===== src/rtl/core/rpi_pkg.sv =====
`timescale 1ns / 1ps
// Shared widths, types and state codes for the RGB palette indexer.
// No dependencies; every other file of the block imports this package.
package rpi_pkg;

  localparam int CHAN_W               = 8;
  localparam int COLOR_W              = 3 * CHAN_W;
  localparam int IDX_OUT_W            = 8;
  localparam int CNT_OUT_W            = 9;
  localparam int PALETTE_SIZE_DEFAULT = 256;

  // Search word that travels along the row of palette cells.
  typedef struct packed {
    logic                 active;
    logic [COLOR_W-1:0]   color;
    logic                 hit;
    logic [IDX_OUT_W-1:0] index;
  } probe_t;

  typedef struct packed {
    logic [IDX_OUT_W-1:0] color_index;
    logic                 is_new_color;
    logic                 overflow;
    logic [CNT_OUT_W-1:0] color_count;
  } result_t;

  typedef enum logic [1:0] {
    ST_IDLE,
    ST_SEARCH,
    ST_RESULT
  } ctrl_state_t;

endpackage


===== src/rtl/core/rpi_cell.sv =====
`timescale 1ns / 1ps
// One palette cell: holds a single colour entry, compares the passing probe
// against it and appends the colour when it is the next free slot. Uses rpi_pkg.
module rpi_cell #(
  parameter int CELL_ID = 0,
  parameter int CNT_W   = 9
) (
  input  logic                  clk,
  input  logic                  rst,
  input  rpi_pkg::probe_t       probe_in,
  input  logic [CNT_W-1:0]      count,
  output rpi_pkg::probe_t       probe_out
);
  import rpi_pkg::*;

  localparam logic [CNT_W-1:0]     ID_CNT = CNT_W'(CELL_ID);
  localparam logic [IDX_OUT_W-1:0] ID_IDX = IDX_OUT_W'(CELL_ID);

  logic [COLOR_W-1:0] entry;
  logic               searching;
  logic               match;
  logic               append;
  probe_t             probe_next;

  assign searching = probe_in.active && !probe_in.hit;
  // Only cells below the fill count hold colours of the current palette.
  assign match     = searching && (ID_CNT < count) && (entry == probe_in.color);
  // Every earlier cell has missed by the time the probe reaches the first free slot.
  assign append    = searching && (ID_CNT == count);

  always_comb begin
    probe_next       = probe_in;
    probe_next.hit   = probe_in.hit || match;
    probe_next.index = match ? ID_IDX : probe_in.index;
  end

  always_ff @(posedge clk) begin
    if (append) begin
      entry <= probe_in.color;
    end
  end

  always_ff @(posedge clk) begin
    if (rst) begin
      probe_out <= '0;
    end else begin
      probe_out <= probe_next;
    end
  end

endmodule


===== config.mk =====
export PLATFORM = sky130hd
export DESIGN_NAME = rpi_cell
export DESIGN_NICKNAME = d
export VERILOG_FILES = /design/src/rtl/core/rpi_pkg.sv /design/src/rtl/core/rpi_cell.sv
export SDC_FILE = /design/constraint.sdc
export NUM_CORES = 1
export LEC_CHECK = 0
export BUFFER_PORTS_ARGS = -buffer_cell sky130_fd_sc_hd__buf_2
export CORE_MARGIN = 2
export CORE_UTILIZATION = 40
export DETAILED_ROUTE_END_ITERATION = 10
export GPL_TIMING_DRIVEN = 0
export PLACE_DENSITY = 0.68
export SYNTH_ARGS = -nofsm -noshare
export SYNTH_HDL_FRONTEND = slang
export SYNTH_SLANG_ARGS = --single-unit

===== constraint.sdc =====
create_clock -name clk -period 3.7 [get_ports clk]
set_input_delay 0.37 -clock clk [delete_from_list [all_inputs] [get_ports clk]]
set_output_delay 0.37 -clock clk [all_outputs]
set_load 0.02 [all_outputs]

==> impl_metrics.yaml <==
placed_design:
  io_buffers: 77
  pre_cts_ws_ns: 1.631
  gp_congestion: 0.7190
  dp_hpwl_um: 2878
routing:
  drcViolationCount: 0
  drt_wl_total_um: 3938
  ant_nets: 0
  firstDrtPassIters: 4
  vias: 1364
  drt-initial-drc-count: 78
  via_per_inst: 4.443
  post_drt_wl_per_cell_um: 12.83
cts:
  clock_latency_ns: 0.31
  clock_sinks: 58
  clk_path_buf_depth: 2
  htreeDepth: 3
  cts_tree: "yes"
  post_cts_buffers: 0
  cts_buffers: 9
  root_buffer: "clkbuf_8"
  cts.repair.resized: 0
  clkTransAtPathRegs_ns: 0.06
  hold_buffers: 0
critical_path:
  cp_num_buf_inv: 2
  r2r-start: "entry[23]"
  crit_path_end_kind: "flip-flop"
  reg2reg_depth: 4
  worst-path-max-fanout: 10
  critPathKind: "in -> reg"
  ff2ff_setup_slack_ns: 2.21
  crit_family: "simple AND/OR/NAND/NOR gates"
  critical_path.cell_chain: "buf_2, nor4_1, nand3_1, nor3b_2, buf_6"
  crit_path_max_incr_delay_ns: 0.58
  cp_data_arrival_time_ns: 1.74
  cp_data_required_time_ns: 3.72
  cp_slowest_cell: "nor3b_2"
  rr_endpoint: "probe_out[3]"
  start_kind: "input port"
yosys:
  ys_ff_latch: 58
  syn_inst: 145
  seq_area_frac_synth_pct: 70.66
  syn_nets: 190
  synth_cell_types: 21
  yosysWarnings: 0
  syn_area_um2: 1983
  syn_avg_cell_area_um2: 13.68
timing:
  period_share_pct: 46.45
  tightest_slew_ns: 0.6353
  rsz0062_at_grt: "false"
  maxSlewViolCount: 0
  layout_setup_ws_ns: 1.981
  max_freq_mhz: 581.9
  slew_headroom_pct: 57.46
  fin_skew_ns: 0.006091
  setup_viol: 0
  fin_crit_ns: 1.719
  finalHoldViolations: 0
  setup_tns_ns: 0
die:
  pin_count: 79
  initial_core_util_pct: 41.71
  core-area_um2: 4755
  die-area_um2: 5537
  dieWidth_um: 74.41
  num_rows: 25
  die_y_um: 74.41
finish:
  final_util_pct: 56.00
  area_growth_pct: 34.26
  nets: 280
  final_common_cell: "buf_2"
  multi_input_area_um2: 564.3
  most-common-layout-cells: "77 x buf_2, 34 x dfxtp_1, 24 x nor2b_1, 24 x edfxtp_1, 13 x xnor2_1"
  seq_area_um2: 1401
  fill_cells: 436
  diodes: 0
  layout-drive-gt1-share_pct: 40.42
global_route:
  gr-total-overflow: 0
  antenna_found_initial: 0
  grt_pass1_vias: 1238
  grt_max_degree: 11
  grt_pass1_wl_um: 5623
  track_usage_pct: 14.29
status:
  status: "finished clean"
pwr:
  ir_worst_vdd_uv: 211.1
  powerDensity_nw_per_um2: 495.9
  p_leak_uw: 0.001143
min_path:
  min_delay_worst_endpoint: "entry[10]"
  whs_path_depth: 1
  min_path_type: "in -> reg"
  holdCritStartpoint: "probe_in[19]"
flow_run:
  cap_violations: 0
==> power breakdown <==
part | total, uW | internal, uW | leakage, uW | switching (uW)
Sequential | 689 | 685 | 0.000499 | 4.11
Combinational | 114 | 47.9 | 0.000548 | 65.6
Clock | 518 | 296 | 0.0000965 | 222
==> area by class of cell <==
class                           instances  area share, %
Buffer                                  4         0.7049
Clock buffer                           14          6.485
Clock inverter                          2         0.3759
Inverter                                1         0.1410
Multi-Input combinational cell         82          21.19
Sequential cell                        58          52.63
Tap cell                               67          3.149
Timing Repair Buffer                   79          15.32
==> worst max-delay path by stage <==
stage	startpoint	to	slack, ns	depth (start not counted)
final	count[5]	entry[19]	1.98	5
after detailed placement	count[5]	entry[1]	1.63	5
after global routing	count[5]	entry[15]	1.84	5
after floorplan	count[5]	entry[0]	0.68	3
after global placement	count[5]	entry[0]	-0.34	4
after CTS	count[5]	entry[19]	1.96	5
==> synth_stat cells, drive strengths merged <==
library cell	count	share of area (%)
and4	1	0.44
xnor2	13	5.7
dfxtp	34	34
nand4	3	0.95
clkinv	1	0.19
clkbuf	3	0.57
nor3b	1	0.38
a32o	1	0.50
nand2	8	1.5
a21oi	8	2.0
nor2b	25	8.0
nor2	2	0.38
edfxtp	24	36
nand3	1	0.25
nor4	4	2.0
buf	1	0.38
nor3	3	0.76
nand3b	1	0.38
xor2	11	4.9
==> kinds of logic (layout without fill, tap and decap cells) <==
| family | after synthesis | in the layout | synth area share, % |
|---|---|---|---|
| xor+xnor | 24 | 24 | 10.60 |
| buf+inv | 5 | 100 | 1.136 |
| compound gates | 9 | 9 | 2.524 |
| flops | 58 | 58 | 70.66 |
| simple gates | 49 | 49 | 15.08 |
==> metrics by stage <==
step                total power, uW  hold WS (ns)  cell area (um^2)  std cells
floorplan                     760.5        0.4689              1983        145
global placement              816.0        0.5873              2452        289
detailed placement            817.4        0.5836              2480        291
CTS                            1338        0.2487              2663        307
global route                   1373        0.2511              2663        307
finish                         1320        0.2680              2663        307
==> registers in the layout (all words and copies together), names as in the netlist <==
| name | flops |
|---|---|
| probe_out | 34 |
| entry | 24 |
==> routing by layer <==
| metal | share of wire [%] | vias up | track usage, % |
|---|---|---|---|
| li1 | - | 675 | - |
| met1 | 47 | 637 | 17.62 |
| met2 | 48 | 50 | 21.73 |
| met3 | 4.9 | 2 | 4.743 |
| met4 | 0.69 | 0 | 8.730 |
| met5 | 0 | - | 0 |
Power figures use the tool's default switching activity.
