[config.mk]
export PLATFORM = sky130hd
export DESIGN_NAME = rpi_ctrl_flat
export DESIGN_NICKNAME = d
export VERILOG_FILES = /design/src/rtl/core/rpi_pkg.sv /design/src/rtl/core/rpi_pixel_if.sv /design/src/rtl/core/rpi_result_if.sv /design/src/rtl/core/rpi_ctrl.sv /design/src/flat_wrapper.sv
export SDC_FILE = /design/constraint.sdc
export NUM_CORES = 1
export LEC_CHECK = 0
export ABC_CLOCK_PERIOD_IN_PS = 1900
export BUFFER_PORTS_ARGS = -buffer_cell sky130_fd_sc_hd__buf_4
export CAP_MARGIN = 20
export CORE_MARGIN = 3
export CORE_UTILIZATION = 43
export DETAILED_ROUTE_END_ITERATION = 16
export PLACE_DENSITY = 0.75
export SETUP_SLACK_MARGIN = 0.02
export SLEW_MARGIN = 5
export SYNTH_ARGS = -nofsm -noshare
export SYNTH_HDL_FRONTEND = slang
export SYNTH_SLANG_ARGS = --single-unit
[constraint.sdc]
create_clock -name clk -period 1.9 [get_ports clk]
set_input_delay 0 -clock clk [delete_from_list [all_inputs] [get_ports clk]]
set_output_delay 0 -clock clk [all_outputs]
set_load 0.02 [all_outputs]
[src/rtl/core/rpi_pkg.sv]
`timescale 1ns / 1ps
// Shared widths, types and state codes for the RGB palette indexer.
// No dependencies; every other file of the block imports this package.
package rpi_pkg;

  localparam int CHAN_W               = 8;
  localparam int COLOR_W              = 3 * CHAN_W;
  localparam int IDX_OUT_W            = 8;
  localparam int CNT_OUT_W            = 9;
  localparam int PALETTE_SIZE_DEFAULT = 256;

  // Search word that travels along the row of palette cells.
  typedef struct packed {
    logic                 active;
    logic [COLOR_W-1:0]   color;
    logic                 hit;
    logic [IDX_OUT_W-1:0] index;
  } probe_t;

  typedef struct packed {
    logic [IDX_OUT_W-1:0] color_index;
    logic                 is_new_color;
    logic                 overflow;
    logic [CNT_OUT_W-1:0] color_count;
  } result_t;

  typedef enum logic [1:0] {
    ST_IDLE,
    ST_SEARCH,
    ST_RESULT
  } ctrl_state_t;

endpackage

[src/rtl/core/rpi_pixel_if.sv]
`timescale 1ns / 1ps
// Valid/ready channel that carries one RGB pixel word.
// Depends on rpi_pkg for the channel width.
interface rpi_pixel_if;
  import rpi_pkg::*;

  logic              valid;
  logic              ready;
  logic [CHAN_W-1:0] red;
  logic [CHAN_W-1:0] green;
  logic [CHAN_W-1:0] blue;
  logic              first_pixel;

  modport source (output valid, red, green, blue, first_pixel, input ready);
  modport sink   (input valid, red, green, blue, first_pixel, output ready);
endinterface

[src/rtl/core/rpi_result_if.sv]
`timescale 1ns / 1ps
// Valid/ready channel that carries one indexed-colour result word.
// Depends on rpi_pkg for the field widths.
interface rpi_result_if;
  import rpi_pkg::*;

  logic                 valid;
  logic                 ready;
  logic [IDX_OUT_W-1:0] color_index;
  logic                 is_new_color;
  logic                 overflow;
  logic [CNT_OUT_W-1:0] color_count;

  modport source (output valid, color_index, is_new_color, overflow, color_count,
                  input ready);
  modport sink   (input valid, color_index, is_new_color, overflow, color_count,
                  output ready);
endinterface

[src/rtl/core/rpi_ctrl.sv]
`timescale 1ns / 1ps
// Controller: accepts pixels, launches probes into the cell row, keeps the
// fill count and overflow flag, and holds the output register. Uses rpi_pkg.
module rpi_ctrl #(
  parameter int PALETTE_SIZE = rpi_pkg::PALETTE_SIZE_DEFAULT,
  parameter int CNT_W        = $clog2(PALETTE_SIZE + 1)
) (
  input  logic              clk,
  input  logic              rst,
  rpi_pixel_if.sink         pixel,
  rpi_result_if.source      result,
  output rpi_pkg::probe_t   head,
  input  rpi_pkg::probe_t   tail,
  output logic [CNT_W-1:0]  count
);
  import rpi_pkg::*;

  localparam logic [CNT_W-1:0] FULL = CNT_W'(PALETTE_SIZE);

  ctrl_state_t      state, state_next;
  logic [CNT_W-1:0] count_next;
  logic [CNT_W-1:0] count_eff;
  logic [CNT_W-1:0] count_inc;
  logic             ovf_seen, ovf_next, ovf_eff;
  probe_t           head_next;
  result_t          res, res_next;
  result_t          out_word, out_next;
  logic             out_valid, out_valid_next;

  assign count_inc = count + CNT_W'(1);
  assign count_eff = pixel.first_pixel ? '0 : count;
  assign ovf_eff   = pixel.first_pixel ? 1'b0 : ovf_seen;

  assign pixel.ready         = (state == ST_IDLE);
  assign result.valid        = out_valid;
  assign result.color_index  = out_word.color_index;
  assign result.is_new_color = out_word.is_new_color;
  assign result.overflow     = out_word.overflow;
  assign result.color_count  = out_word.color_count;

  always_comb begin
    state_next       = state;
    count_next       = count;
    ovf_next         = ovf_seen;
    head_next        = head;
    head_next.active = 1'b0;
    res_next         = res;
    out_next         = out_word;
    out_valid_next   = out_valid && !result.ready;
    case (state)
      ST_IDLE: begin
        if (pixel.valid) begin
          count_next = count_eff;
          ovf_next   = ovf_eff;
          if (ovf_eff) begin
            // Overflowed image: no lookup, the answer is known at once.
            res_next.color_index  = '0;
            res_next.is_new_color = 1'b0;
            res_next.overflow     = 1'b1;
            res_next.color_count  = CNT_OUT_W'(count_eff);
            state_next            = ST_RESULT;
          end else begin
            head_next.active = 1'b1;
            head_next.color  = {pixel.red, pixel.green, pixel.blue};
            head_next.hit    = 1'b0;
            head_next.index  = '0;
            state_next       = ST_SEARCH;
          end
        end
      end
      ST_SEARCH: begin
        if (tail.active) begin
          if (tail.hit) begin
            res_next.color_index  = tail.index;
            res_next.is_new_color = 1'b0;
            res_next.overflow     = 1'b0;
            res_next.color_count  = CNT_OUT_W'(count);
          end else if (count < FULL) begin
            // The cell at the fill count has stored the colour on the way past.
            res_next.color_index  = IDX_OUT_W'(count);
            res_next.is_new_color = 1'b1;
            res_next.overflow     = 1'b0;
            res_next.color_count  = CNT_OUT_W'(count_inc);
            count_next            = count_inc;
          end else begin
            res_next.color_index  = '0;
            res_next.is_new_color = 1'b0;
            res_next.overflow     = 1'b1;
            res_next.color_count  = CNT_OUT_W'(count);
            ovf_next              = 1'b1;
          end
          state_next = ST_RESULT;
        end
      end
      ST_RESULT: begin
        if (!out_valid || result.ready) begin
          out_next       = res;
          out_valid_next = 1'b1;
          state_next     = ST_IDLE;
        end
      end
      default: begin
        state_next = ST_IDLE;
      end
    endcase
  end

  always_ff @(posedge clk) begin
    if (rst) begin
      state <= ST_IDLE;
    end else begin
      state <= state_next;
    end
  end

  always_ff @(posedge clk) begin
    if (rst) begin
      count     <= '0;
      ovf_seen  <= 1'b0;
      head      <= '0;
      out_valid <= 1'b0;
    end else begin
      count     <= count_next;
      ovf_seen  <= ovf_next;
      head      <= head_next;
      out_valid <= out_valid_next;
    end
  end

  always_ff @(posedge clk) begin
    res      <= res_next;
    out_word <= out_next;
  end

endmodule

[src/flat_wrapper.sv]
// flat-port wrapper written by rule: the top's interface ports become plain ports
module rpi_ctrl_flat import rpi_pkg::*;
#(
  parameter int PALETTE_SIZE = rpi_pkg::PALETTE_SIZE_DEFAULT,
  parameter int CNT_W        = $clog2(PALETTE_SIZE + 1)
)
  (clk, rst, head, tail, count, pixel_valid, pixel_red, pixel_green, pixel_blue, pixel_first_pixel, pixel_ready, result_valid, result_color_index, result_is_new_color, result_overflow, result_color_count, result_ready);
  rpi_pixel_if pixel_i ();
  rpi_result_if result_i ();
  input  logic clk;
  input  logic rst;
  output rpi_pkg::probe_t head;
  input  rpi_pkg::probe_t tail;
  output logic [CNT_W-1:0] count;
  input wire logic [$bits(pixel_i.valid)-1:0] pixel_valid;
  input wire logic [$bits(pixel_i.red)-1:0] pixel_red;
  input wire logic [$bits(pixel_i.green)-1:0] pixel_green;
  input wire logic [$bits(pixel_i.blue)-1:0] pixel_blue;
  input wire logic [$bits(pixel_i.first_pixel)-1:0] pixel_first_pixel;
  output wire logic [$bits(pixel_i.ready)-1:0] pixel_ready;
  output wire logic [$bits(result_i.valid)-1:0] result_valid;
  output wire logic [$bits(result_i.color_index)-1:0] result_color_index;
  output wire logic [$bits(result_i.is_new_color)-1:0] result_is_new_color;
  output wire logic [$bits(result_i.overflow)-1:0] result_overflow;
  output wire logic [$bits(result_i.color_count)-1:0] result_color_count;
  input wire logic [$bits(result_i.ready)-1:0] result_ready;
  assign pixel_i.valid = pixel_valid;
  assign pixel_i.red = pixel_red;
  assign pixel_i.green = pixel_green;
  assign pixel_i.blue = pixel_blue;
  assign pixel_i.first_pixel = pixel_first_pixel;
  assign pixel_ready = pixel_i.ready;
  assign result_valid = result_i.valid;
  assign result_color_index = result_i.color_index;
  assign result_is_new_color = result_i.is_new_color;
  assign result_overflow = result_i.overflow;
  assign result_color_count = result_i.color_count;
  assign result_i.ready = result_ready;
  rpi_ctrl #(.PALETTE_SIZE(PALETTE_SIZE), .CNT_W(CNT_W)) u_core (.clk(clk), .rst(rst), .pixel(pixel_i), .result(result_i), .head(head), .tail(tail), .count(count));
endmodule
==> results of run 1 <==
[flip-flops by register name, summed over array words and instances, names as in the netlist]
register / cells
u_core.res: 19
u_core.result.overflow: 1
u_core.result.color_index: 8
u_core.result.is_new_color: 1
u_core.state: 2
u_core.count: 9
u_core.ovf_seen: 1
u_core.result.color_count: 9
u_core.head: 25
u_core.result.valid: 1
[placed cells by master (no fill, tap or decap), drive strengths merged, types with 4 or more instances in the layout]
| master | instances |
|---|---|
| nor2 | 22 |
| clkbuf | 11 |
| nand2 | 60 |
| a22oi | 7 |
| a32oi | 4 |
| conb | 9 |
| and3 | 5 |
| dfxtp | 38 |
| o21ai | 18 |
| nor2b | 5 |
| a21oi | 30 |
| nand2b | 6 |
| nand3 | 7 |
| nand3b | 4 |
| edfxtp | 38 |
| buf | 108 |
| dlygate4sd3 | 29 |
[worst max-delay path: cells and delay by family, from the launching register on]
family / cells / cell delay [ns]
flops: 1 / 0.47
fa+ha+maj: 1 / 0.20
compound gates: 1 / 0.27
simple gates: 3 / 0.62
[final timing paths]
| check | slack (ns) | start | to |
|---|---|---|---|
| worst min-delay path | 0.006 | tail[6] | u_core.res[17]$_SDFFCE_PN0P_ |
| worst max register to register | 0.16 | u_core.count[5]$_SDFFE_PP0P_ | u_core.res[8]$_DFFE_PP_ |
| worst max-delay path | 0.16 | u_core.count[5]$_SDFFE_PP0P_ | u_core.res[8]$_DFFE_PP_ |
| worst min register to register | 0.42 | u_core.res[0]$_DFFE_PP_ | u_core.result.color_count[0]$_DFFE_PP_ |
[power breakdown]
part / switching (mW) / leakage (nW) / internal (mW)
clock: 0.610 / 0.0910 / 0.555
sequential: 0.0390 / 0.667 / 1.80
combinational: 0.318 / 1.01 / 0.250
[routing by layer]
metal	share of wire, %	vias up	wire [um]	global-route usage [%]
met5	0	-	0	0
met4	1.7	0	129	8.66
met3	7.3	11	560	5.91
met2	51	111	3940	32.5
met1	40	1259	3030	22.0
li1	-	1330	-	-
[kinds of logic after synthesis]
logic type | after synthesis | synth area share, %
DFF | 76 | 59.9
muxes | 2 | 0.630
other | 1 | 0.118
adders and majority gates | 3 | 1.18
and+or+nand+nor | 121 | 17.8
AOI/OAI and AO/OA | 73 | 14.1
buffers and inverters | 35 | 6.26
[final cells by class]
type | instances | area [um^2] | area share (%)
Sequential cell | 76 | 1900 | 43.0
Multi-Input combinational cell | 208 | 1110 | 25.0
Timing Repair Buffer | 137 | 1100 | 24.9
Clock buffer | 11 | 153 | 3.45
Tap cell | 96 | 120 | 2.71
Clock inverter | 5 | 35.0 | 0.791
Inverter | 2 | 7.51 | 0.170
[per-stage QoR]
step	power (mW)	util (%)	worst slack (ns)
3_5_place_dp	2.40	56.5	0.184
5_1_grt	3.75	63.4	0.0273
4_1_cts	3.60	63.4	0.174
6_report	3.58	63.4	0.164
2_1_floorplan	2.19	-	0.0656
3_3_place_gp	2.38	56.5	0.228
[timing repair]
item	in CTS	in global routing
resized for setup	0	2
endpoints found under the setup margin	0	2
endpoints found under the hold margin	32	0
hold buffers	29	0
==> results.cfg, run 1 <==
[detailed_routing]
drt-total-wl_mm = 7.65
vias_per_cell = 5.07
wire_per_inst_um = 14.3
ant_nets = 0
vias = 2711
drc = 0
firstDrtPassIters = 4
drt_iter0_drc = 180

[synthesis]
synth_enable_flop_cells = 38
yosysWarnings = 0
synth.most_common_cell = nand2_1
synth_flop_cell = edfxtp_1
synth_common_cells = nand2_1 (60), dfxtp_1 (38), edfxtp_1 (38)
synth.cell_area_mm2 = 0.00318
avgSynthCellArea_um2 = 10.2
synth_cell_type_count = 43
synth.largest_area_cell = edfxtp_1
seq_area_frac_synth_pct = 59.9
netlist_instances = 311
synthTopCellsByArea = edfxtp_1 (36%), dfxtp_1 (24%), nand2_1 (7.1%)
ys_ff_latch = 76
yosys.area.top_type_share_pct = 35.9
async_flop_share_pct = 0

[clocking]
cts_buffers = 9
root_buffer = clkbuf_8
cts_setup_buffers = 0
cts_sinks = 76
clk_pin_slew_ns = 0.08
clk_latency_ns = 0.35
clockBufferDepth = 2
cts_tree = built
h-tree-depth = 3

[cells_and_area]
area_growth_pct = 39.4
antenna_cells = 0
final_cell_area_mm2 = 0.00443
fillers = 537
instances_no_fill = 535
drive_gt1_share_pct = 29.4
nets = 500

[min_path]
holdPathStages = 3
worstHoldPathType = in2reg

[sta]
slew_viol_final = 0
fin_hold_ws_ns = 0.00570
min_period_over_period_pct = 91.4
setup_viol = 0
rsz0062_at_grt = no
hold_viol = 0
fmax_mhz = 576
finalSetupTns_ns = 0
fin_worst_skew_ns = 0.0103
min_period_ns = 1.74

[die]
initial_core_util_pct = 45.5
rows = 30
die_h_um = 91.9
coreArea_mm2 = 0.00698
io_pins = 127
fp.dieW_um = 91.9
fp.dieArea_mm2 = 0.00845

[place]
port_buffers = 93
gp_congestion = 0.829
dpl_cell_area_mm2 = 0.00395
dp.final_hpwl_mm = 5.00
placed_cells = 490

[worst_setup_path]
arrival_ns = 1.90
cp.required_ns = 2.06
worstPathMaxFanout = 7
r2r_cells = 5
path_cells = and3_2, and3_1, nand3_1, ha_1, o31ai_1
cpPeakStageDelay_ns = 0.47
crit_slowest_cell = dfxtp_1
critical_path_class = reg2reg
cp-start-kind = flop
setup.worst_path.end_class = flop

[power_and_ir_drop]
vdd_drop_max_uv = 429
p_leak_nw = 1.77
power_density_mw_per_mm2 = 808

[flow_run]
maxCapViolations = 0

[global_route]
antenna_found_initial = 0
grt.overflow.total = 0
track_usage_pct = 19.1
grt_pass1_vias = 2627
grt_pass1_wl_mm = 12.7
grt_max_degree = 41

[run_status]
status = finished clean
Note: power is estimated with default switching activity, not from simulation.
==> run 2, diff against run 1 <==
--- a/config.mk
+++ b/config.mk
@@ -5,13 +5,14 @@
 export SDC_FILE = /design/constraint.sdc
 export NUM_CORES = 1
 export LEC_CHECK = 0
-export ABC_CLOCK_PERIOD_IN_PS = 1900
+export ABC_CLOCK_PERIOD_IN_PS = 2200
 export BUFFER_PORTS_ARGS = -buffer_cell sky130_fd_sc_hd__buf_4
 export CAP_MARGIN = 20
 export CORE_MARGIN = 3
-export CORE_UTILIZATION = 43
+export CORE_UTILIZATION = 52
 export DETAILED_ROUTE_END_ITERATION = 16
-export PLACE_DENSITY = 0.75
+export PLACE_DENSITY = 0.85
+export RECOVER_POWER = 50
 export SETUP_SLACK_MARGIN = 0.02
 export SLEW_MARGIN = 5
 export SYNTH_ARGS = -nofsm -noshare
==> constraint.sdc (replaced) <==
create_clock -name clk -period 2.2 [get_ports clk]
set_input_delay 0 -clock clk [delete_from_list [all_inputs] [get_ports clk]]
set_output_delay 0 -clock clk [all_outputs]
set_load 0.02 [all_outputs]
==> run 2 against run 1 <==
  * Hold slack lost 0.0027 ns
  * Critical path depth shrank 2
  * Clock skew grew 0.0045 ns
  * Total power shrank 14%
  * Largest power group unchanged
  * Register-to-register slack gained 0.12 ns
  * Sequential power shrank 13%
  * Combinational power shrank 20%
==> results.cfg, run 2 (synthesized netlist as in run 1, its figures left out) <==
[run_status]
status = finished clean

[global_route]
grt.overflow.total = 0
grt_max_degree = 41
antenna_found_initial = 0
use_met1_pct = 28.7
grt.met2_usage_pct = 40.4
grt_pass1_vias = 2707
grt_busiest_layer = met2
track_usage_pct = 24.2
grt_pass1_wl_mm = 13.4
met3_usage_pct = 8.44

[sta]
hold_viol = 0
finalSetupTns_ns = 0
worst_pin_slew_ns = 1.05
fmax_mhz = 522
min_period_ns = 1.92
min_period_over_period_pct = 87.1
slew_viol_final = 0
slew_headroom_pct = 30.3
fin_worst_skew_ns = 0.0148
setup_viol = 0
rsz0062_at_grt = no
worst_slack_ns = 0.283

[place]
dp.final_hpwl_mm = 5.07
port_buffers = 93
gp_congestion = 0.849
pre_cts_slack_ns = 0.410
dpl_cell_area_mm2 = 0.00388

[flow_run]
maxCapViolations = 0

[min_path]
holdPathStages = 3
holdPathEnd = u_core.res[13]$_SDFFCE_PN0P_
min_from = tail[2]
worstHoldPathType = in2reg

[detailed_routing]
wire_per_inst_um = 16.6
drt-total-wl_mm = 8.39
drc = 0
ant_nets = 0
drt_iter0_drc = 188
firstDrtPassIters = 4
vias = 2760
vias_per_cell = 5.45

[die]
fp.dieArea_mm2 = 0.00708
die_h_um = 84.1
fp.dieW_um = 84.1
rows = 27
io_pins = 127
coreArea_mm2 = 0.00571
initial_core_util_pct = 55.6

[worst_setup_path]
setup.worst_path.end_class = flop
r2r-end = u_core.result.color_index[4]$_DFFE_PP_
arrival_ns = 1.88
cp-start-kind = flop
worstPathMaxFanout = 19
ff2ff_setup_slack_ns = 0.28
critical_path_class = reg2reg
r2r_start = u_core.state[0]$_SDFFE_PP0P_
cp.required_ns = 2.17
r2r_cells = 3

[clocking]
cts_resized = 0
root_buffer = clkbuf_8
cts_sinks = 76
h-tree-depth = 3
cts_buffers = 9
clk_latency_ns = 0.36
clockBufferDepth = 2
clk_pin_slew_ns = 0.07
cts_tree = built

[cells_and_area]
area_growth_pct = 30.3
final_cell_mix = nand2_1 (60), clkbuf_1 (57), buf_4 (48)
final_cell_area_mm2 = 0.00414
nets = 495
top_register = u_core.head
drive_gt1_share_pct = 15.2
largest_register_ffs = 25
antenna_cells = 0
layout_commonest_cell = nand2_1
fillers = 400
reg_top3 = u_core.head x25, u_core.res x19

[power_and_ir_drop]
p_leak_nw = 1.53
vdd_drop_max_uv = 556
power_density_mw_per_mm2 = 741
p_total_mw = 3.07
-- run 2: how the worst max path moves through the flow --
stage | start | end | slack (ns)
floorplan | u_core.state[0]$_SDFFE_PP0P_ | u_core.result.color_count[0]$_DFFE_PP_ | 0.37
global placement | u_core.count[0]$_SDFFE_PP0P_ | u_core.count[8]$_SDFFE_PP0P_ | 0.43
detailed placement | u_core.count[0]$_SDFFE_PP0P_ | u_core.count[8]$_SDFFE_PP0P_ | 0.41
CTS | u_core.count[0]$_SDFFE_PP0P_ | u_core.count[8]$_SDFFE_PP0P_ | 0.35
global route | u_core.state[0]$_SDFFE_PP0P_ | u_core.result.color_index[4]$_DFFE_PP_ | 0.17
finish | u_core.state[0]$_SDFFE_PP0P_ | u_core.result.color_index[4]$_DFFE_PP_ | 0.28
-- run 2: per-stage QoR --
stage	cells	utilization, %	hold WS, ns
after floorplan	319	-	0.136
after global placement	462	68.0	0.247
after detailed placement	462	68.0	0.255
after CTS	506	76.2	0.00399
after global routing	506	72.5	0.00383
final	506	72.5	0.00304
-- run 2: final cells by class --
type | count | area [um^2] | share of cell area (%)
inverters | 2 | 7.51 | 0.181
clock buffers | 11 | 131 | 3.18
multi-input cells | 208 | 1100 | 26.6
flip-flops and latches | 76 | 1900 | 46.0
well taps | 72 | 90.1 | 2.18
clock inverters | 5 | 52.6 | 1.27
repair buffers | 132 | 852 | 20.6
-- run 2: timing repair --
item | in CTS | in global routing
buffers inserted | 0 | 0
endpoints found under the hold margin | 30 | 0
setup endpoints to repair | 0 | 0
hold buffers | 28 | 0
-- run 2: per-layer routing --
| metal | vias up | share of wire (%) |
|---|---|---|
| met3 | 25 | 7.9 |
| met2 | 125 | 51 |
| li1 | 1316 | - |
| met1 | 1294 | 38 |
| met5 | - | 0 |
| met4 | 0 | 3.1 |
-- run 2: critical path: stages (launching register included) --
cell,delay (ns)
dfxtp_1,0.42
nand2b_1,0.21
nor2_1,0.10
clkbuf_1,0.78
-- run 2: power by group --
| group | internal, mW | switching, mW | total [mW] |
|---|---|---|---|
| clock network | 0.519 | 0.496 | 1.01 |
| registers | 1.56 | 0.0361 | 1.60 |
| logic | 0.172 | 0.285 | 0.457 |
